File: src/rtl/assert_macros.svh
// assertion macros used by the converter top level
`ifndef ASSERT_MACROS_SVH
`define ASSERT_MACROS_SVH

// property that must hold at every clock edge out of reset
`define CTC_ASSERT(lbl, prop, msg) \
  lbl: assert property (@(posedge clk_i) disable iff (!rst_ni) (prop)) else $error(msg);

// condition that must be followed by another in the next cycle
`define CTC_ASSERT_NEXT(lbl, pre, post, msg) \
  lbl: assert property (@(posedge clk_i) disable iff (!rst_ni) (pre) |=> (post)) else $error(msg);

`endif

File: src/rtl/ctc_ram.sv
// single write port ram with registered read
module ctc_ram #(
  parameter int DW    = 8,
  parameter int DEPTH = 16,
  parameter int AW    = 4
) (
  input  logic          clk_i,
  input  logic          we_i,
  input  logic [AW-1:0] waddr_i,
  input  logic [DW-1:0] wdata_i,
  input  logic [AW-1:0] raddr_i,
  output logic [DW-1:0] rdata_o
);

  logic [DW-1:0] mem [DEPTH];

  always_ff @(posedge clk_i) begin
    if (we_i) begin
      mem[waddr_i] <= wdata_i;
    end
  end

  always_ff @(posedge clk_i) begin
    rdata_o <= mem[raddr_i];
  end

endmodule

File: config.mk
export PLATFORM = sky130hd
export DESIGN_NAME = ctc_ram
export DESIGN_NICKNAME = d
export VERILOG_FILES = /design/src/rtl/assert_macros.svh /design/src/rtl/ctc_ram.sv
export SDC_FILE = /design/constraint.sdc
export NUM_CORES = 1
export LEC_CHECK = 0
export BUFFER_PORTS_ARGS = -buffer_cell sky130_fd_sc_hd__buf_2
export CAP_MARGIN = 20
export CORE_ASPECT_RATIO = 0.8
export CORE_MARGIN = 4
export CORE_UTILIZATION = 60
export CTS_BUF_LIST = sky130_fd_sc_hd__clkbuf_8 sky130_fd_sc_hd__clkbuf_16
export CTS_CLUSTER_SIZE = 16
export DETAILED_ROUTE_END_ITERATION = 8
export GPL_TIMING_DRIVEN = 0
export PLACE_DENSITY = 0.87
export SLEW_MARGIN = 20
export SYNTH_ARGS = -nofsm -noshare
export SYNTH_HDL_FRONTEND = slang
export SYNTH_SLANG_ARGS = --single-unit
File: constraint.sdc
create_clock -name clk_i -period 2.4 [get_ports clk_i]
set_input_delay 0.48 -clock clk_i [delete_from_list [all_inputs] [get_ports clk_i]]
set_output_delay 0.48 -clock clk_i [all_outputs]
set_load 0.02 [all_outputs]
==> report_table.html <==
<table>
<tr><th>Metric</th><th>Value</th></tr>
<tr><th colspan="2">Status</th></tr>
<tr><td>Outcome</td><td>finished clean</td></tr>
<tr><th colspan="2">Floorplanning</th></tr>
<tr><td>Initial cell density of the core</td><td>between 60% and 70%</td></tr>
<tr><td>Total Die Area</td><td>slightly above 10000 sq um</td></tr>
<tr><td>Core Rows</td><td>29</td></tr>
<tr><td>Height of the chip</td><td>between 90 and 100 um</td></tr>
<tr><td>Core outline area</td><td>approximately 8100 sq um</td></tr>
<tr><td>Overall die width</td><td>approximately 110 um</td></tr>
<tr><td>Total I/O pin count</td><td>26</td></tr>
<tr><th colspan="2">Timing</th></tr>
<tr><td>Setup repair after global routing missed its margin</td><td>false</td></tr>
<tr><td>Setup Viol. Count Final</td><td>0</td></tr>
<tr><td>Final period util</td><td>a little over two thirds</td></tr>
<tr><td>Worst Max-Slew Pin Slew</td><td>0.8294 ns</td></tr>
<tr><td>Post-route minimum period</td><td>1.664 ns</td></tr>
<tr><td>Number of max-slew violations in the final report</td><td>0</td></tr>
<tr><td>Maximum clock rate</td><td>roughly 600 MHz</td></tr>
<tr><td>Count of endpoints failing hold in the final timing report</td><td>0</td></tr>
<tr><td>Final hold slack</td><td>between 0.3 and 0.4 ns</td></tr>
<tr><td>Setup Skew</td><td>between 0.008 and 0.009 ns</td></tr>
<tr><td>Worst slew margin relative to its limit</td><td>about 45%</td></tr>
<tr><th colspan="2">Routing</th></tr>
<tr><td>DRC marker count from the first detailed-route iteration</td><td>between 300 and 400</td></tr>
<tr><td>Mean number of vias per cell</td><td>6.466</td></tr>
<tr><td>Number of remaining DRC errors</td><td>0</td></tr>
<tr><td>Total number of vias</td><td>2541</td></tr>
<tr><td>Detailed Routing Iterations Pass 1</td><td>5</td></tr>
<tr><td>Wire length reported by the detailed router</td><td>around 11000 um</td></tr>
<tr><td>Avg WL per Cell</td><td>26.75 um</td></tr>
<tr><td>Post-DRT Antenna Nets</td><td>0</td></tr>
<tr><th colspan="2">Yosys</th></tr>
<tr><td>Area leader, netlist</td><td>edfxtp_1</td></tr>
<tr><td>Gate count after technology mapping</td><td>between 200 and 250</td></tr>
<tr><td>Fraction of the yosys area taken by sequential cells</td><td>roughly 80%</td></tr>
<tr><td>Yosys warning total</td><td>0</td></tr>
<tr><td>Synthesized area</td><td>about 5000 sq um</td></tr>
<tr><td>Synth Net Count</td><td>around 250</td></tr>
<tr><td>Per-instance average area after synthesis</td><td>about 22 sq um</td></tr>
<tr><td>Area share of the leading cell type in the synthesized netlist</td><td>~75%</td></tr>
<tr><td>Number of flip-flops and latches in the synthesized netlist</td><td>between 100 and 150</td></tr>
<tr><td>Dominant cells by area after synthesis</td><td>edfxtp_1, mux4_2, mux4_1, dfxtp_1, a22oi_1</td></tr>
<tr><td>Distinct cell type count of the synthesized netlist</td><td>19</td></tr>
<tr><th colspan="2">CTS</th></tr>
<tr><td>TritonCTS buffer count</td><td>17</td></tr>
<tr><td>Clock Tree Buf Depth</td><td>2</td></tr>
<tr><td>H-tree levels</td><td>4</td></tr>
<tr><td>Resize count post-CTS</td><td>0</td></tr>
<tr><td>Number of setup buffers added after CTS</td><td>0</td></tr>
<tr><td>Root buffer cell</td><td>clkbuf_8</td></tr>
<tr><td>Clock network latency to the later pin of the worst-skew pair</td><td>~0.51 ns</td></tr>
<tr><td>Number of clock sinks</td><td>around 140</td></tr>
<tr><td>CTS tree</td><td>done</td></tr>
<tr><td>Clock-pin slew on the worst setup and hold paths</td><td>~0.060 ns</td></tr>
<tr><td>Number of buffers inserted for hold repair after clock tree synthesis</td><td>0</td></tr>
<tr><th colspan="2">Finish</th></tr>
<tr><td>Syn-to-layout area delta</td><td>16.09%</td></tr>
<tr><td>Nets</td><td>290</td></tr>
<tr><td>Area taken by flip-flops and latches</td><td>between 4000 and 5000 sq um</td></tr>
<tr><td>Most frequent cells in the layout</td><td>edfxtp_1, buf_2, mux4_2</td></tr>
<tr><td>Area occupied by multi-input gates</td><td>between 1000 and 1500 sq um</td></tr>
<tr><td>Layout cells sized above 1</td><td>30.18%</td></tr>
<tr><td>Leading cell type in the layout, fill and taps excluded</td><td>edfxtp_1</td></tr>
<tr><td>Number of fill cells in the layout</td><td>458</td></tr>
<tr><td>Final Instance Count excl. Fillers</td><td>between 300 and 400</td></tr>
<tr><td>Number of diodes</td><td>0</td></tr>
<tr><th colspan="2">Critical path</th></tr>
<tr><td>Capturing point of the worst reg2reg path</td><td>rdata_o[0]$_DFF_P_</td></tr>
<tr><td>Depth of the worst register-to-register path</td><td>3</td></tr>
<tr><td>Max FO, Critical Path</td><td>8</td></tr>
<tr><td>Arr. time, crit path</td><td>roughly 1.8 ns</td></tr>
<tr><td>Critical Path Start Type</td><td>input pin</td></tr>
<tr><td>Worst setup path startpoint</td><td>we_i</td></tr>
<tr><td>Launch instance of the worst register-to-register path</td><td>mem[11][0]$_DFFE_PP_</td></tr>
<tr><td>Critical path capture point type</td><td>register</td></tr>
<tr><td>Critical path destination</td><td>mem[2][6]$_DFFE_PP_</td></tr>
<tr><td>Required time at the worst-slack endpoint</td><td>about 2.5 ns</td></tr>
<tr><td>Setup CP Type</td><td>input pin to register</td></tr>
<tr><td>R2R Setup Slk</td><td>approximately 0.96 ns</td></tr>
<tr><th colspan="2">Global route</th></tr>
<tr><td>Remaining Overflow, GRT</td><td>0</td></tr>
<tr><td>Wire length of the first global-routing pass</td><td>about 16000 um</td></tr>
<tr><td>Vias in the first global route</td><td>approximately 2700</td></tr>
<tr><td>Largest net degree at the start of global routing</td><td>17</td></tr>
<tr><td>Overall fraction of global-route tracks in use</td><td>roughly 22%</td></tr>
<tr><td>Antenna violations before repair</td><td>0</td></tr>
<tr><th colspan="2">Placed design</th></tr>
<tr><td>Quantity of I/O buffers inserted on ports</td><td>24</td></tr>
<tr><td>Number of cells in the design after placement</td><td>approximately 360</td></tr>
<tr><td>GPL Wtd Cong</td><td>0.7520</td></tr>
<tr><td>Detail Placement HPWL</td><td>between 6000 and 7000 um</td></tr>
<tr><th colspan="2">Hold path</th></tr>
<tr><td>Number of stages on the worst hold path</td><td>1</td></tr>
<tr><td>Hold/Removal Path Class</td><td>input pin to register</td></tr>
<tr><th colspan="2">Pwr</th></tr>
<tr><td>Total leakage power</td><td>2.013 nW</td></tr>
<tr><td>Worst vdd rail ir drop</td><td>570.2 uV</td></tr>
<tr><td>PwrDens</td><td>roughly 900 nW/um^2</td></tr>
<tr><th colspan="2">Job</th></tr>
<tr><td>Max Cap Viol</td><td>0</td></tr>
</table>
[final cells by class]
class / instances / share of cell area (%)
plain buffers: 10 / 1.445
multi-input cells: 83 / 18.03
flip-flops and latches: 136 / 67.00
clock inverters: 15 / 2.324
clock buffers: 17 / 6.930
repair buffers: 24 / 2.010
well taps: 108 / 2.261
[sequential cells by signal (all words and copies together) (netlist names)]
| name | cells |
|---|---|
| mem | 128 |
| rdata_o | 8 |
[layer usage]
metal	up-vias	share of wire, %	global-route usage, %
met5	-	0	0
met4	0	2.1	7.700
met3	21	7.8	5.894
met2	119	48	32.73
met1	1339	42	33.57
li1	1062	-	-
[cell families after synthesis]
| family | synth area share (%) |
|---|---|
| buffers and inverters | 1.677 |
| AOI/OAI and AO/OA | 2.334 |
| muxes | 15.02 |
| and+or+nand+nor | 3.184 |
| DFF | 77.78 |
[report_power, final]
| part | internal [mW] | total, mW | switching, mW | leakage, nW |
|---|---|---|---|---|
| Combinational | 0.106 | 0.279 | 0.173 | 0.520 |
| Sequential | 2.66 | 2.67 | 0.0143 | 1.22 |
| Clock | 1.46 | 2.40 | 0.944 | 0.269 |
| Total | 4.22 | 5.35 | 1.13 | 2.01 |
[worst min path at each step]
stage                              start                   end  slack (ns)
finish                        wdata_i[5]  mem[15][5]$_DFFE_PP_        0.38
global route                  wdata_i[5]  mem[15][5]$_DFFE_PP_        0.37
global placement    mem[11][1]$_DFFE_PP_    rdata_o[1]$_DFF_P_        0.66
floorplan                     wdata_i[0]   mem[0][0]$_DFFE_PP_        0.58
detailed placement  mem[10][7]$_DFFE_PP_    rdata_o[7]$_DFF_P_        0.69
CTS                           wdata_i[6]  mem[15][6]$_DFFE_PP_        0.36
[worst max-delay path, stage by stage]
cell	delay, ns
buf_2	0.14
or3b_2	0.52
nor2_1	0.66
[cell usage after synthesis]
cell type / instances
nand2_1: 9
buf_6: 3
nor3_1: 4
or3b_2: 1
and2b_1: 1
buf_2: 3
nand3b_1: 2
edfxtp_1: 128
buf_4: 1
nor2_1: 13
clkdlybuf4s25_2: 3
and2_1: 1
dfxtp_1: 8
mux4_1: 14
nand2b_1: 2
mux4_2: 18
nand3_1: 1
a22oi_1: 16
nor2b_1: 1
[metrics by stage]
stage / area, sq um / total power, mW / setup WS, ns / TNS (ns) / util, %
global route: 5976 / 5.521 / 0.6971 / 0 / 73.52
CTS: 5976 / 5.366 / 0.7671 / 0 / 73.52
floorplan: 5147 / 2.870 / 0.4271 / 0 / -
global placement: 5403 / 2.974 / -0.05691 / -0.4529 / 66.47
finish: 5976 / 5.352 / 0.7359 / 0 / 73.52
detailed placement: 5423 / 2.993 / 0.2179 / 0 / 66.72
No activity file was read; power rests on OpenSTA's default activity.
