<file path="src/rtl/assert_macros.svh">
// assertion macros used by the converter top level
`ifndef ASSERT_MACROS_SVH
`define ASSERT_MACROS_SVH

// property that must hold at every clock edge out of reset
`define CTC_ASSERT(lbl, prop, msg) \
  lbl: assert property (@(posedge clk_i) disable iff (!rst_ni) (prop)) else $error(msg);

// condition that must be followed by another in the next cycle
`define CTC_ASSERT_NEXT(lbl, pre, post, msg) \
  lbl: assert property (@(posedge clk_i) disable iff (!rst_ni) (pre) |=> (post)) else $error(msg);

`endif

</file>
<file path="src/rtl/ctc_alu.sv">
// shared adder for degree counts, prefix sum and pointer decrement
module ctc_alu #(
  parameter int W = 13
) (
  input  logic [W-1:0] a_i,
  input  logic [W-1:0] b_i,
  input  logic         sub_i,
  output logic [W-1:0] y_o
);

  always_comb begin
    if (sub_i) begin
      y_o = a_i - b_i;
    end else begin
      y_o = a_i + b_i;
    end
  end

endmodule

</file>
<file path="config.mk">
export PLATFORM = sky130hd
export DESIGN_NAME = ctc_alu
export DESIGN_NICKNAME = d
export VERILOG_FILES = /design/src/rtl/assert_macros.svh /design/src/rtl/ctc_alu.sv
export SDC_FILE = /design/constraint.sdc
export NUM_CORES = 1
export LEC_CHECK = 0
export ABC_CLOCK_PERIOD_IN_PS = 3600
export BUFFER_PORTS_ARGS = -buffer_cell sky130_fd_sc_hd__buf_2
export CORE_MARGIN = 1
export CORE_UTILIZATION = 45
export DETAILED_ROUTE_END_ITERATION = 10
export GPL_TIMING_DRIVEN = 1
export MAX_ROUTING_LAYER = met4
export PLACE_DENSITY_LB_ADDON = 0.25
export SYNTH_ARGS = -nofsm -noshare
export SYNTH_HDL_FRONTEND = slang
export SYNTH_SLANG_ARGS = --single-unit
</file>
<file path="constraint.sdc">
create_clock -name vclk -period 3.6
set_input_delay 0.36 -clock vclk [all_inputs]
set_output_delay 0.36 -clock vclk [all_outputs]
set_load 0.03 [all_outputs]
</file>
==> results of run 1 <==
==> layout by cell type, fill, tap and decap left out, drive strengths merged, types with 2 or more instances in the layout <==
cell,count
ha,13
mux2i,2
nor4,2
o21ai,9
nand2,5
inv,6
buf,40
a21o,6
xnor2,17
nor3,2
nor2,17
a211oi,2
or4b,2
nor2b,2
xor2,4
a21oi,11
==> critical path: cells and delay by family <==
family                   cells  cell delay (ns)
AO/OA/AOI/OAI                2             0.38
AND/OR/NAND/NOR              5             1.05
buffers and inverters        3             0.38
adder cells (fa/ha/maj)      2             0.52
XOR/XNOR                     2             0.28
==> metrics by stage <==
| step | hold WS, ns | setup WS [ns] |
|---|---|---|
| 2_1_floorplan | 0.935 | 0.434 |
| 3_3_place_gp | 1.12 | 0.341 |
| 3_5_place_dp | 1.14 | 0.267 |
| 4_1_cts | 1.14 | 0.264 |
| 5_1_grt | 1.16 | 0.0712 |
| 6_report | 1.13 | 0.276 |
==> cells by family (layout without fill, tap and decap cells) <==
group / count (synthesis) / in the layout / synth area share, %
compound gates: 34 / 34 / 27.1
simple gates: 34 / 34 / 22.4
xor+xnor: 21 / 21 / 23.0
fa+ha+maj: 14 / 14 / 22.0
buf+inv: 7 / 46 / 3.16
mux: 2 / 2 / 2.41
==> worst min-delay path by stage <==
stage / slack, ns / start / cells past startpoint / endpoint
after floorplan: 0.93 / b_i[0] / 2 / y_o[0]
after global placement: 1.12 / b_i[0] / 4 / y_o[0]
after detailed placement: 1.14 / b_i[0] / 4 / y_o[0]
after CTS: 1.14 / b_i[0] / 4 / y_o[0]
after global routing: 1.16 / b_i[0] / 4 / y_o[0]
final: 1.13 / b_i[0] / 4 / y_o[0]
==> metal layers <==
layer | vias to the layer above | GRT usage [%] | share of wire (%)
met3 | 0 | 0 | 3.2
met5 | - | - | 0
met4 | 0 | 0 | 0
met1 | 410 | 26.5 | 48
li1 | 486 | - | -
met2 | 22 | 35.1 | 49
==> area by class of cell <==
type / count / area [um2] / share of cell area [%]
tap: 25 / 31.3 / 2.95
inverter: 6 / 22.5 / 2.13
timing repair buffer: 40 / 200 / 18.9
multi-input combinational: 105 / 806 / 76.0
==> power groups by stage <==
stage | Clock, uW | Combinational, uW | Sequential [uW]
3_5_place_dp | 0 | 342 | 0
2_1_floorplan | 0 | 256 | 0
5_1_grt | 0 | 372 | 0
6_report | 0 | 341 | 0
3_3_place_gp | 0 | 336 | 0
4_1_cts | 0 | 342 | 0
==> summary.txt, run 1 <==
Status
  – Status: completed

Power and ir drop
  – Switching power: 214 uW
  – Pwr Density: 322 nW/um2
  – Clock share of power: 0%
  – Seq pwr share: 0%
  – Internal: 127 uW
  – Combinational share of power: 100.0%
  – Leak: 0.000525 uW
  – Worst-case vdd ir drop: about 160 uV
  – Sw frac: 62.8%
  – Total Power: around 340 uW

CTS
  – CTS resizes: 0
  – Post-CTS setup repair buffer count: 0
  – # hold bufs at CTS: 0

Layout
  – Post-route cell area: 1060 um2
  – Utilization after layout: 61.4%
  – Num sequential: 0
  – Final nets: around 190
  – Share of layout cells above drive strength 1: 32.5%
  – Sequential cell area: 0 um2
  – Final non-filler cell total: between 150 and 200
  – CLK BUF: 0
  – Fillers: 174
  – Area grow syn2layout: 27.4%
  – ANT cells: 0

Yosys
  – Syn. warnings: 0
  – Post-Syn Area: 832 um2
  – Area leader, netlist: ha_1
  – Netlist cell types: 33
  – Cell count after synthesis: 112
  – Post-synth top cells: nor2_1, xnor2_1, ha_1, a21oi_1, o21ai_1
  – Seq/Total Area, Yosys: 0%
  – Net Count, Synth: about 150
  – Synth area leaders: ha_1, xnor2_1, nor2_1, a21oi_1, a21o_1
  – Post-synth top area share: 19.5%
  – Syn Area/Cell: 7.43 um2

Floorplanning
  – Die width: 45 um
  – Core ar.: 1730 um2
  – Die Y: 45 um
  – DIE AREA: 2030 um2
  – Initial Util: 48.2%
  – Io pins: 40
  – Cell Rows: 15

Timing
  – Tmin final: ~3.3 ns
  – Final hold vios: 0
  – Final Cycle Share: 92.3%
  – Max Clk Rate: roughly 0.3 GHz
  – RSZ-0062 raised after global routing: no
  – Slew @ Worst Pin: around 0.43 ns
  – Final Setup Violations: 0
  – Slew margin rel.: between 70% and 80%
  – Setup_tns: 0 ns
  – Slew Viols, Final: 0

Critical path
  – WP data required: 3.24 ns
  – Worst setup path start: b_i[0]
  – Max incr delay on CP: 0.49 ns
  – Critical path arrival: 2.96 ns
  – Slowest CP cell: or4b_4
  – Crit Path Category: in2out
  – Critical-path cell list: buf_2 > inv_1 > ha_1 > or4b_4 > nor4_1 > nor2_1 > xnor2_1 > ha_1 > and3_1 > nand2_1 > a21oi_1 > o41ai_2 > xnor2_1 > buf_2
  – Max FO, Critical Path: 6
  – Setup crit end: y_o[11]
  – Crit path launch type: input pin
  – Crit end category: output port

Placed design
  – Cells after DPL: 176
  – Area after DPL: 1060 um2
  – DP HPWL: roughly 1600 um
  – Port Buffer Count: 40
  – Final GP Congestion: 0.918

Detailed routing
  – Post-route DRC: 0
  – Wire length per cell: 10.5 um
  – Vias/cell: 5.22
  – Final ANT Viol Nets: 0
  – Routed vias: 918
  – 1st-iter DRT viols: 19
  – Drt total wl: between 1500 and 2000 um
  – Drt pass-1 iters: 4

GRT
  – Gr ovfl total: 0
  – Vias in the first global route: 762
  – Initial antenna violation count: 0
  – Largest net degree at the start of global routing: 13
  – All-Layer GR Usage: 19.6%
  – First-pass GRT wire length: around 3000 um

Hold path
  – Worst Hold Class: in2out

Flow run
  – Number of max-cap violations: 0
Note: power is estimated with default switching activity, not from simulation.
==> inputs of run 2 (changes only) <==
- RECOVER_POWER: unset -> 100
==> summary.txt, run 2 (synthesis results as in run 1) <==
Status
  – Status: completed

Detailed routing
  – 1st-iter DRT viols: 19
  – Vias/cell: 5.19
  – Drt total wl: 1840 um
  – Final ANT Viol Nets: 0
  – Drt pass-1 iters: 4
  – Post-route DRC: 0
  – Wire length per cell: around 10 um
  – Routed vias: 914

Floorplanning
  – DIE AREA: ~2000 um2
  – Io pins: 40
  – Die width: 45 um
  – Die Y: 45 um
  – Cell Rows: 15
  – Core ar.: 1730 um2
  – Initial Util: 48.2%

GRT
  – Largest net degree at the start of global routing: 13
  – First-pass GRT wire length: just over 3000 um
  – Initial antenna violation count: 0
  – Busiest grt layer: met2
  – Vias in the first global route: about 760
  – All-Layer GR Usage: 19.6%
  – GR met3 Demand/Resource: 0%
  – Gr ovfl total: 0
  – Met1 usage: 26.5%
  – M2 GR Usage: 35.1%

Power and ir drop
  – Pwr Density: 317 nW/um2
  – Internal: roughly 120 uW
  – Seq pwr share: 0%
  – Total Power: 332 uW
  – Worst-case vdd ir drop: 153 uV
  – Leak: around 0.00050 uW
  – Switching power: ~220 uW
  – Sw frac: 65.0%
  – Clock share of power: 0%
  – Combinational share of power: 100.0%

Critical path
  – Max FO, Critical Path: 6
  – Buf+Inv Stages, Crit Path: 3
  – Crit Path Category: in2out
  – Slowest CP cell: or4b_4
  – Critical path arrival: 2.98 ns
  – WP data required: 3.24 ns
  – Crit path launch type: input pin
  – Delay-heaviest family, CP: simple AND/OR/NAND/NOR gates
  – Critical-path cell list: buf_2 > inv_1 > ha_1 > or4b_4 > nor4_1 > nor2_1 > xnor2_1 > ha_1 > and3_1 > nand2_1 > a21oi_1 > o41ai_2 > xnor2_1 > clkbuf_2
  – Max incr delay on CP: between 0.4 and 0.5 ns
  – Crit end category: output port

Timing
  – Slew margin rel.: 71.6%
  – Slew Viols, Final: 0
  – Max Clk Rate: 0.299 GHz
  – Final Cycle Share: 92.8%
  – Min Hold Slack: approximately 1.2 ns
  – Setup_tns: 0 ns
  – Final hold vios: 0
  – RSZ-0062 raised after global routing: no
  – Final Setup Violations: 0
  – Tmin final: 3.34 ns
  – Slew @ Worst Pin: 0.425 ns

Layout
  – Num sequential: 0
  – Most common cell after layout, fill and taps aside: buf_2
  – Final nets: approximately 190
  – Utilization after layout: 60.6%
  – Most frequent cells in the layout: buf_2, nor2_1, xnor2_1, ha_1, clkbuf_1
  – ANT cells: 0
  – Area grow syn2layout: 25.7%
  – Sequential cell area: 0 um2
  – CLK BUF: 0
  – Final non-filler cell total: 176
  – Share of layout cells above drive strength 1: 25.2%

Placed design
  – Final GP Congestion: 0.918
  – Cells after DPL: ~180
  – DP HPWL: 1630 um
  – Port Buffer Count: 40

CTS
  – # hold bufs at CTS: 0
  – Post-CTS setup repair buffer count: 0
  – CTS resizes: 0

Hold path
  – Worst Hold Class: in2out

Flow run
  – Number of max-cap violations: 0
==> run 2: changes by cell type in the layout (fill, tap and decap cells not counted) <==
cell,delta
clkbuf_2,+2
clkbuf_1,+11
buf_2,-13
==> run 2: final cells by class <==
class,count,area [um2]
fill,178,681
inverter,6,22.5
multi-input combinational,105,806
tap,25,31.3
timing repair buffer,40,186
==> run 2: per-layer routing <==
metal	vias up	share of wire, %
met3	0	2.7
li1	485	-
met2	20	49
met5	-	0
met4	0	0
met1	409	48
==> run 2: power groups by stage <==
stage / combinational [uW] / sequential [uW] / clock [uW]
after floorplan: 256 / 0 / 0
after global placement: 336 / 0 / 0
after detailed placement: 342 / 0 / 0
after CTS: 342 / 0 / 0
after global routing: 363 / 0 / 0
final: 332 / 0 / 0
==> run 2: path summary, 6_finish.rpt <==
| path | endpoint | depth (start not counted) | start |
|---|---|---|---|
| min | y_o[0] | 4 | b_i[0] |
| max | y_o[11] | 14 | b_i[0] |
==> run 2: worst min-delay path: cells and delay by family <==
| kind | cells | cell delay [ns] |
|---|---|---|
| fa+ha+maj | 1 | 0.12 |
| buf+inv | 3 | 0.33 |
==> run 2: per-stage QoR <==
stage          cell area (um2)  setup WS [ns]
6_report                  1050          0.261
5_1_grt                   1050         0.0578
4_1_cts                   1060          0.264
3_5_place_dp              1060          0.267
3_3_place_gp              1060          0.341
2_1_floorplan              832          0.434
